<file path="config.mk">
export PLATFORM = sky130hd
export DESIGN_NAME = lqrbt_sequencer
export DESIGN_NICKNAME = d
export VERILOG_FILES = /design/src/lqrbt_pkg.sv /design/src/lqrbt_sequencer.sv
export SDC_FILE = /design/constraint.sdc
export NUM_CORES = 1
export LEC_CHECK = 0
export BUFFER_PORTS_ARGS = -buffer_cell sky130_fd_sc_hd__buf_2
export CAP_MARGIN = 5
export CORE_AREA = 2 2 45 78
export CTS_CLUSTER_SIZE = 28
export DETAILED_ROUTE_END_ITERATION = 10
export DIE_AREA = 0 0 47 80
export HOLD_SLACK_MARGIN = 0.08
export PLACE_DENSITY = 0.64
export SETUP_SLACK_MARGIN = 0.2
export SYNTH_ARGS = -nofsm -noshare
export SYNTH_HDL_FRONTEND = slang
export SYNTH_SLANG_ARGS = --single-unit
</file>
<file path="constraint.sdc">
create_clock -name clk -period 2.9 [get_ports clk]
set_clock_uncertainty 0.2 [all_clocks]
set_input_delay 0.145 -clock clk [delete_from_list [all_inputs] [get_ports clk]]
set_output_delay 0.145 -clock clk [all_outputs]
set_load 0.01 [all_outputs]
</file>
<file path="src/lqrbt_pkg.sv">
// Shared types, constants and the microcode program of the LQR balance torque block.
// Depends on nothing; every other file of the block refers to it by scoped names.
package lqrbt_pkg;

  // Fixed field widths and fixed-point formats.
  localparam int DATA_W       = 32;
  localparam int DT_FRAC      = 24;
  localparam int DT_W         = DT_FRAC + 1;
  localparam int FRAC_DEF     = 16;
  localparam int INTEG_W_DEF  = 48;

  // Datapath widths: one signed 33x33 multiplier, a wide product accumulator for
  // integrator products taken in two halves, clamped terms and the torque sums.
  localparam int OPA_W        = DATA_W + 1;
  localparam int PROD_W       = 2 * OPA_W;
  localparam int EXT_W        = 64;
  localparam int WIDE_W       = PROD_W + DATA_W;
  localparam int TERM_LIM_BIT = 59;
  localparam int TERM_W       = TERM_LIM_BIT + 2;
  localparam int SUM_W        = EXT_W + 1;
  localparam int ACC_W        = 64;
  localparam int NEG_W        = ACC_W + 1;

  localparam logic [DATA_W-1:0] DT_ONE = DATA_W'(1) << DT_FRAC;

  localparam logic signed [WIDE_W-1:0] TERM_MAX = WIDE_W'(1) << TERM_LIM_BIT;
  localparam logic signed [WIDE_W-1:0] TERM_MIN = -TERM_MAX;

  localparam logic signed [NEG_W-1:0] SAT_MAX = NEG_W'(32'h7fff_ffff);
  localparam logic signed [NEG_W-1:0] SAT_MIN = -SAT_MAX - NEG_W'(1);

  // Gain registers, in configuration index order.
  localparam int GAIN_NUM   = 8;
  localparam int GAIN_IDX_W = $clog2(GAIN_NUM);

  typedef enum logic [GAIN_IDX_W-1:0] {
    GI_POS_INTEGRAL     = 3'd0,
    GI_POSITION         = 3'd1,
    GI_VELOCITY         = 3'd2,
    GI_TILT             = 3'd3,
    GI_TILT_RATE        = 3'd4,
    GI_HEADING_INTEGRAL = 3'd5,
    GI_HEADING          = 3'd6,
    GI_HEADING_RATE     = 3'd7
  } gain_idx_t;

  localparam logic signed [DATA_W-1:0] GAIN_RESET [GAIN_NUM] = '{
    -32'sd1465431, -32'sd3422369, -32'sd3263588, -32'sd10189695,
    -32'sd2807746, -32'sd46340951, -32'sd7996932, -32'sd687689
  };

  // One sensor sample as it enters the datapath.
  typedef struct packed {
    logic signed [DATA_W-1:0] pos_x;
    logic signed [DATA_W-1:0] vel_x;
    logic signed [DATA_W-1:0] pitch_angle;
    logic signed [DATA_W-1:0] yaw_angle;
    logic signed [DATA_W-1:0] pitch_rate;
    logic signed [DATA_W-1:0] yaw_rate;
    logic signed [DATA_W-1:0] reference_x;
    logic        [DATA_W-1:0] elapsed;
  } imu_item_t;

  // Control word fields.
  typedef enum logic [1:0] {
    SEQ_WAIT_IN,
    SEQ_NEXT,
    SEQ_DONE,
    SEQ_JUMP
  } seq_op_t;

  typedef enum logic [3:0] {
    MUL_NOP,
    MUL_ERR_DT,
    MUL_YAW_DT,
    MUL_POS,
    MUL_VEL,
    MUL_TILT,
    MUL_TILT_RATE,
    MUL_HEADING,
    MUL_HEADING_RATE,
    MUL_PSUM_LO,
    MUL_PSUM_HI,
    MUL_HSUM_LO,
    MUL_HSUM_HI,
    MUL_HNEG_LO,
    MUL_HNEG_HI
  } mul_op_t;

  typedef enum logic [1:0] {
    WIDE_NOP,
    WIDE_LOAD,
    WIDE_ADD_HI
  } wide_op_t;

  typedef enum logic [1:0] {
    TERM_NOP,
    TERM_DT,
    TERM_FRAC
  } term_op_t;

  typedef enum logic [2:0] {
    DST_NOP,
    DST_POS_SUM,
    DST_HEAD_SUM,
    DST_ACC_LOAD,
    DST_ACC_ADD,
    DST_LEFT,
    DST_RIGHT
  } dst_op_t;

  typedef struct packed {
    seq_op_t  seq;
    mul_op_t  mul;
    wide_op_t wide;
    term_op_t term;
    dst_op_t  dst;
  } ctrl_t;

  // Control word plus the handshake strobes, sequencer to datapath.
  typedef struct packed {
    ctrl_t word;
    logic  in_fire;
    logic  out_load;
  } seq_ctl_t;

  localparam int STEP_W   = 5;
  localparam int PROG_LEN = 19;
  localparam logic [STEP_W-1:0] STEP_START = '0;

  // The program. Each multiply enters the product register, then the wide
  // accumulator, then the clamped term register, and finally lands in its
  // destination. Integrator products take two multiplies (low half, then
  // high half).
  function automatic ctrl_t ucode(input logic [STEP_W-1:0] step);
    ctrl_t w;
    unique case (step)
      5'd0:    w = '{SEQ_WAIT_IN, MUL_NOP,          WIDE_NOP,    TERM_NOP,  DST_NOP};
      5'd1:    w = '{SEQ_NEXT,    MUL_ERR_DT,       WIDE_NOP,    TERM_NOP,  DST_NOP};
      5'd2:    w = '{SEQ_NEXT,    MUL_YAW_DT,       WIDE_LOAD,   TERM_NOP,  DST_NOP};
      5'd3:    w = '{SEQ_NEXT,    MUL_POS,          WIDE_LOAD,   TERM_DT,   DST_NOP};
      5'd4:    w = '{SEQ_NEXT,    MUL_VEL,          WIDE_LOAD,   TERM_DT,   DST_POS_SUM};
      5'd5:    w = '{SEQ_NEXT,    MUL_TILT,         WIDE_LOAD,   TERM_FRAC, DST_HEAD_SUM};
      5'd6:    w = '{SEQ_NEXT,    MUL_TILT_RATE,    WIDE_LOAD,   TERM_FRAC, DST_ACC_LOAD};
      5'd7:    w = '{SEQ_NEXT,    MUL_HEADING,      WIDE_LOAD,   TERM_FRAC, DST_ACC_ADD};
      5'd8:    w = '{SEQ_NEXT,    MUL_HEADING_RATE, WIDE_LOAD,   TERM_FRAC, DST_ACC_ADD};
      5'd9:    w = '{SEQ_NEXT,    MUL_PSUM_LO,      WIDE_LOAD,   TERM_FRAC, DST_ACC_ADD};
      5'd10:   w = '{SEQ_NEXT,    MUL_PSUM_HI,      WIDE_LOAD,   TERM_FRAC, DST_ACC_ADD};
      5'd11:   w = '{SEQ_NEXT,    MUL_HSUM_LO,      WIDE_ADD_HI, TERM_FRAC, DST_ACC_ADD};
      5'd12:   w = '{SEQ_NEXT,    MUL_HSUM_HI,      WIDE_LOAD,   TERM_FRAC, DST_NOP};
      5'd13:   w = '{SEQ_NEXT,    MUL_HNEG_LO,      WIDE_ADD_HI, TERM_NOP,  DST_ACC_ADD};
      5'd14:   w = '{SEQ_NEXT,    MUL_HNEG_HI,      WIDE_LOAD,   TERM_FRAC, DST_NOP};
      5'd15:   w = '{SEQ_NEXT,    MUL_NOP,          WIDE_ADD_HI, TERM_NOP,  DST_LEFT};
      5'd16:   w = '{SEQ_NEXT,    MUL_NOP,          WIDE_NOP,    TERM_FRAC, DST_NOP};
      5'd17:   w = '{SEQ_NEXT,    MUL_NOP,          WIDE_NOP,    TERM_NOP,  DST_RIGHT};
      5'd18:   w = '{SEQ_DONE,    MUL_NOP,          WIDE_NOP,    TERM_NOP,  DST_NOP};
      default: w = '{SEQ_JUMP,    MUL_NOP,          WIDE_NOP,    TERM_NOP,  DST_NOP};
    endcase
    return w;
  endfunction

  // Saturate a torque sum to the 32-bit output range.
  function automatic logic signed [DATA_W-1:0] sat32(input logic signed [NEG_W-1:0] v);
    logic signed [NEG_W-1:0] c;
    if (v > SAT_MAX) begin
      c = SAT_MAX;
    end else if (v < SAT_MIN) begin
      c = SAT_MIN;
    end else begin
      c = v;
    end
    return DATA_W'(c);
  endfunction

endpackage

</file>
<file path="src/lqrbt_sequencer.sv">
// Step counter and program lookup of the LQR balance torque block, with the
// input and output handshakes. Depends on lqrbt_pkg for the program and types.
module lqrbt_sequencer (
  input  logic                   clk,
  input  logic                   rst,
  input  logic                   in_valid,
  output logic                   in_ready,
  output logic                   out_valid,
  input  logic                   out_ready,
  output lqrbt_pkg::seq_ctl_t    ctl
);

  logic [lqrbt_pkg::STEP_W-1:0] step;
  logic [lqrbt_pkg::STEP_W-1:0] step_next;
  logic                         out_valid_next;
  lqrbt_pkg::ctrl_t             word;
  logic                         in_fire;
  logic                         out_free;
  logic                         out_load;

  // Fetch the control word of the current step.
  always_comb begin
    word = lqrbt_pkg::ucode(step);
  end

  // Handshake strobes: the wait step takes a transfer, the done step hands the
  // result to the output register once that register is free.
  always_comb begin
    in_ready = (word.seq == lqrbt_pkg::SEQ_WAIT_IN);
    in_fire  = in_ready && in_valid;
    out_free = !out_valid || out_ready;
    out_load = (word.seq == lqrbt_pkg::SEQ_DONE) && out_free;
    ctl      = '{word: word, in_fire: in_fire, out_load: out_load};
  end

  // Next step: advance, hold on a pending handshake, or jump back to the start.
  always_comb begin
    unique case (word.seq)
      lqrbt_pkg::SEQ_WAIT_IN: step_next = in_fire ? step + lqrbt_pkg::STEP_W'(1) : step;
      lqrbt_pkg::SEQ_NEXT:    step_next = step + lqrbt_pkg::STEP_W'(1);
      lqrbt_pkg::SEQ_DONE:    step_next = out_load ? lqrbt_pkg::STEP_START : step;
      lqrbt_pkg::SEQ_JUMP:    step_next = lqrbt_pkg::STEP_START;
      default:                step_next = lqrbt_pkg::STEP_START;
    endcase
  end

  // The output register stays full until its transfer completes.
  always_comb begin
    if (out_load) begin
      out_valid_next = 1'b1;
    end else if (out_ready) begin
      out_valid_next = 1'b0;
    end else begin
      out_valid_next = out_valid;
    end
  end

  always_ff @(posedge clk) begin
    if (rst) begin
      step      <= lqrbt_pkg::STEP_START;
      out_valid <= 1'b0;
    end else begin
      step      <= step_next;
      out_valid <= out_valid_next;
    end
  end

endmodule

</file>
==> results.md <==
Detailed routing:
- Before antenna repair, the detailed router went through 4 iterations.
- Dividing the detail-routed wire length by the instance count gives 13.2 µm.
- Summing over every cut layer, the via total after detailed routing is approximately 900.
- After the first detailed-routing iteration, the DRC count stood at 18.
- After detailed routing, the number of remaining DRC violations is 0.
- The count of nets left with antenna violations once routing finished came out at 0.
- The average vias per placed instance is 5.07.
- Wires add up to roughly 2400 µm.

Floorplanning:
- The floorplan step defined a die boundary enclosing between 0.003 and 0.004 mm².
- The number of rows in the core area is 27.
- The region available for standard cell placement spans 0.00311 mm².
- The floorplan step set the die height to 80 µm.
- The die boundary width is 47 µm.
- For this configuration, the core starts out at a cell density of 34.0%.
- The I/O pin count is 21.

Global route:
- The initial antenna violation count is 0.
- The first-pass GRT wire length is 3870 µm.
- The aggregate global-route resource usage is 13.9%.
- The total congestion overflow after global routing is 0.
- The number of global-route vias before repair is just under 900.
- The maximum number of pins on one net before global-route repair is 15.

STA:
- The final-layout worst hold slack is 0.282 ns.
- The final count of hold timing violations is 0.
- The time the worst path needs with I/O delays and setup is 2.58 ns.
- The worst pin sits at a relative slew slack of 69.6%.
- At the pin with the least slew margin, the transition time is 0.454 ns.
- The highest achievable clock rate is 0.387 GHz.
- Setup violations remaining at the end of the flow were counted as 0.
- The share of the cycle needed by the critical path after routing is about nine tenths.
- The final-layout setup total negative slack is 0 ns.
- Setup repair after global routing could not meet its margin everywhere.
- The number of max-slew violations in the final report came to 0.

Clocking:
- The later pin in the worst-skew pair is clocked with a latency of 0.25 ns.
- The tree built by TritonCTS fans out to 19 sinks.
- The maximum clock path buffer count is 2.
- In this run the number of H-tree levels came out at 1.
- The number of buffers created by CTS is 3.
- Clock-pin slew was measured on the worst setup and hold paths at 0.07 ns.
- The tree is rooted in a clkbuf_8.
- TritonCTS built the clock tree.

Place:
- Once detailed placement completed, the half-perimeter wirelength came to 1820 µm.
- The congestion estimate from routability-driven global placement came to 0.885.
- Port buffering added 20 buffers.

Final layout:
- The fraction of final layout cells with drive strength greater than 1 is 31.7%.
- The antenna diode count is 0.
- The layout-stage area growth over the synthesis result is 21.4%.
- Once layout is complete, the utilization of the core stands at 41.3%.
- The number of inserted filler cells in the final layout is 330.
- The post-layout net count is 151.

Yosys:
- The number of distinct standard cells referenced by the synthesized netlist is 39.
- The simple-gate share of the synthesized area is 20.3%.
- The synthesized netlist devotes 0.829% of its cell area to XOR and XNOR gates.
- Multiplexer cells account for 0.948% of the synthesized area.
- The synthesized netlist occupies a cell area of 0.00106 mm².
- The number of nets in the synthesized netlist is between 100 and 150.
- Counting flops and latches in the post-synthesis netlist gives 19.
- The sequential share of the synthesized area is 36.0%.
- The share of synthesized cell area in full adder, half adder and majority cells is 8.29%.
- The cell count after synthesis is 114.
- The Yosys warning count is 0.
- The main combinational cell family by area after synthesis is compound AO/OA/AOI/OAI gates.
- The per-instance average area after synthesis is just over 9 µm².
- The fraction of the mapped netlist area in compound gates is 25.9%.

Power:
- The worst-case IR drop observed on VDD is 0.000174 V.
- The static leakage is roughly 0.56 nW.
- Total power for the finished layout comes to 0.000688 W.
- The power density over cell area is 536 mW/mm².

Critical path:
- The signal on the critical path passes through ha_1 > or3b_2 > a21oi_2 > ha_1 > inv_1 > a211oi_1 > mux2i_1 > o221ai_1.
- The flop-to-flop setup slack is 0.32 ns.
- The startpoint type of the worst setup path is a flop.
- Of all nets on the critical path, the largest fanout is 6.
- The data arrival time of the critical path is ~2.6 ns.
- The setup path with the least slack is of type flop to flop.
- The worst setup path is captured at a flop.
- Among the stages of the critical path, the cell type that occurs most often is ha_1.
- At the worst endpoint, the required time is 2.87 ns.
- For this run, the slowest stage of the critical path takes about 0.46 ns.
- The slowest cell on the critical path is or3b_2.

Status:
- The run finished with clean final reports.

Worst hold path:
- In this run the worst hold path is classified as input port to flop.

Run:
- The number of maximum-capacitance constraint violations is 0.
[cell usage in the layout, fill, tap and decap left out, types with 3 or more instances in the layout]
cell type / n
a211oi_1: 3
a21oi_1: 8
buf_2: 20
buf_4: 6
clkbuf_8: 3
dfxtp_1: 19
ha_1: 7
inv_1: 5
nand2_1: 4
nand2b_1: 4
nand3_1: 6
nor2_1: 9
o21ai_0: 7
o31ai_1: 3
[path summary, 6_finish.rpt]
check / from / to / depth (start not counted)
worst min-delay path: in_valid / step[1] / 4
worst max register to register: step[0] / word[2] / 8
worst min register to register: step[1] / step[1] / 2
worst max-delay path: step[0] / word[2] / 8
[flip-flops by register name, indices dropped and copies added (netlist names)]
name and flops:
out_valid 1, word 13, step 5
[synth_stat cells]
cell type  instances  share of area [%]
dfxtp_1           19                 36
a21oi_1           10                4.7
nor2_1             9                3.2
o21ai_0            8                3.8
ha_1               7                8.3
nand3_1            6                2.8
inv_1              5                1.8
nand2_1            4                1.4
nand2b_1           4                2.4
a211oi_1           3                2.1
buf_6              3                3.2
o31ai_1            3                2.1
a21o_1             2                1.4
buf_2              2               0.95
buf_4              2                1.4
nor2b_1            2                1.2
o31a_1             2                1.7
or3_1              2                1.2
a21o_2             1               0.83
a21oi_2            1               0.83
a21oi_4            1                1.5
a221oi_1           1               0.83
and2_1             1               0.59
and4bb_1           1                1.2
inv_2              1               0.36
mux2i_1            1               0.95
nand4_1            1               0.59
nor3_1             1               0.47
nor3b_1            1               0.71
nor4_4             1                2.0
o211ai_1           1               0.71
o21ai_4            1                1.5
o221ai_1           1               0.83
o311a_1            1               0.95
o31ai_4            1                2.0
or2_2              1               0.59
or3b_2             1               0.83
or4_4              1                1.1
xnor2_1            1               0.83
[logic make-up (layout without fill, tap and decap cells)]
kind of cell,Yosys count,count (layout)
xor gates and xnor gates,1,1
AOI/OAI and AO/OA,37,37
buffers and inverters,13,38
and+or+nand+nor,36,36
DFF,19,19
adders and majority gates,7,7
muxes,1,1
[what timing repair did]
action,CTS,global route
hold endpoints to repair,2,0
endpoints found under the setup margin,1,2
hold buffers,2,0
pin swaps,0,1
resized for setup,2,4
buffers inserted,0,3
[stage by stage]
stage               cells  instance area (µm²)  worst slack, ns
floorplan             114                 1060            0.409
global placement      173                 1170            0.212
detailed placement    173                 1170            0.123
CTS                   179                 1250            0.242
global route          182                 1280            0.175
finish                182                 1280            0.316
[critical path, delay by kind of cell, from the launching register on]
family	cells	cell delay [ns]
compound gates	3	0.73
mux	1	0.14
flops	1	0.37
buf+inv	1	0.05
simple gates	1	0.46
fa+ha+maj	2	0.55
[where the power goes]
group | switching, W | internal [W]
Combinational | 0.000112 | 0.0000879
Sequential | 0.0000176 | 0.000286
Clock | 0.0000891 | 0.0000955
[final cells by class]
class / count / area, µm² / share of cell area [%]
well taps: 43 / 53.8 / 4.20
repair buffers: 28 / 165 / 12.9
flip-flops and latches: 19 / 380 / 29.7
clock inverters: 1 / 5.00 / 0.390
multi-input cells: 82 / 614 / 47.9
clock buffers: 3 / 41.3 / 3.22
inverters: 6 / 22.5 / 1.76
[layer usage]
metal	track usage (%)	wire [µm]	vias up
li1	-	-	458
met1	14.6	921	443
met2	24.8	1380	14
met3	1.13	28	7
met4	8.06	68	0
met5	0	0	-
Note: power is estimated with default switching activity, not from simulation.
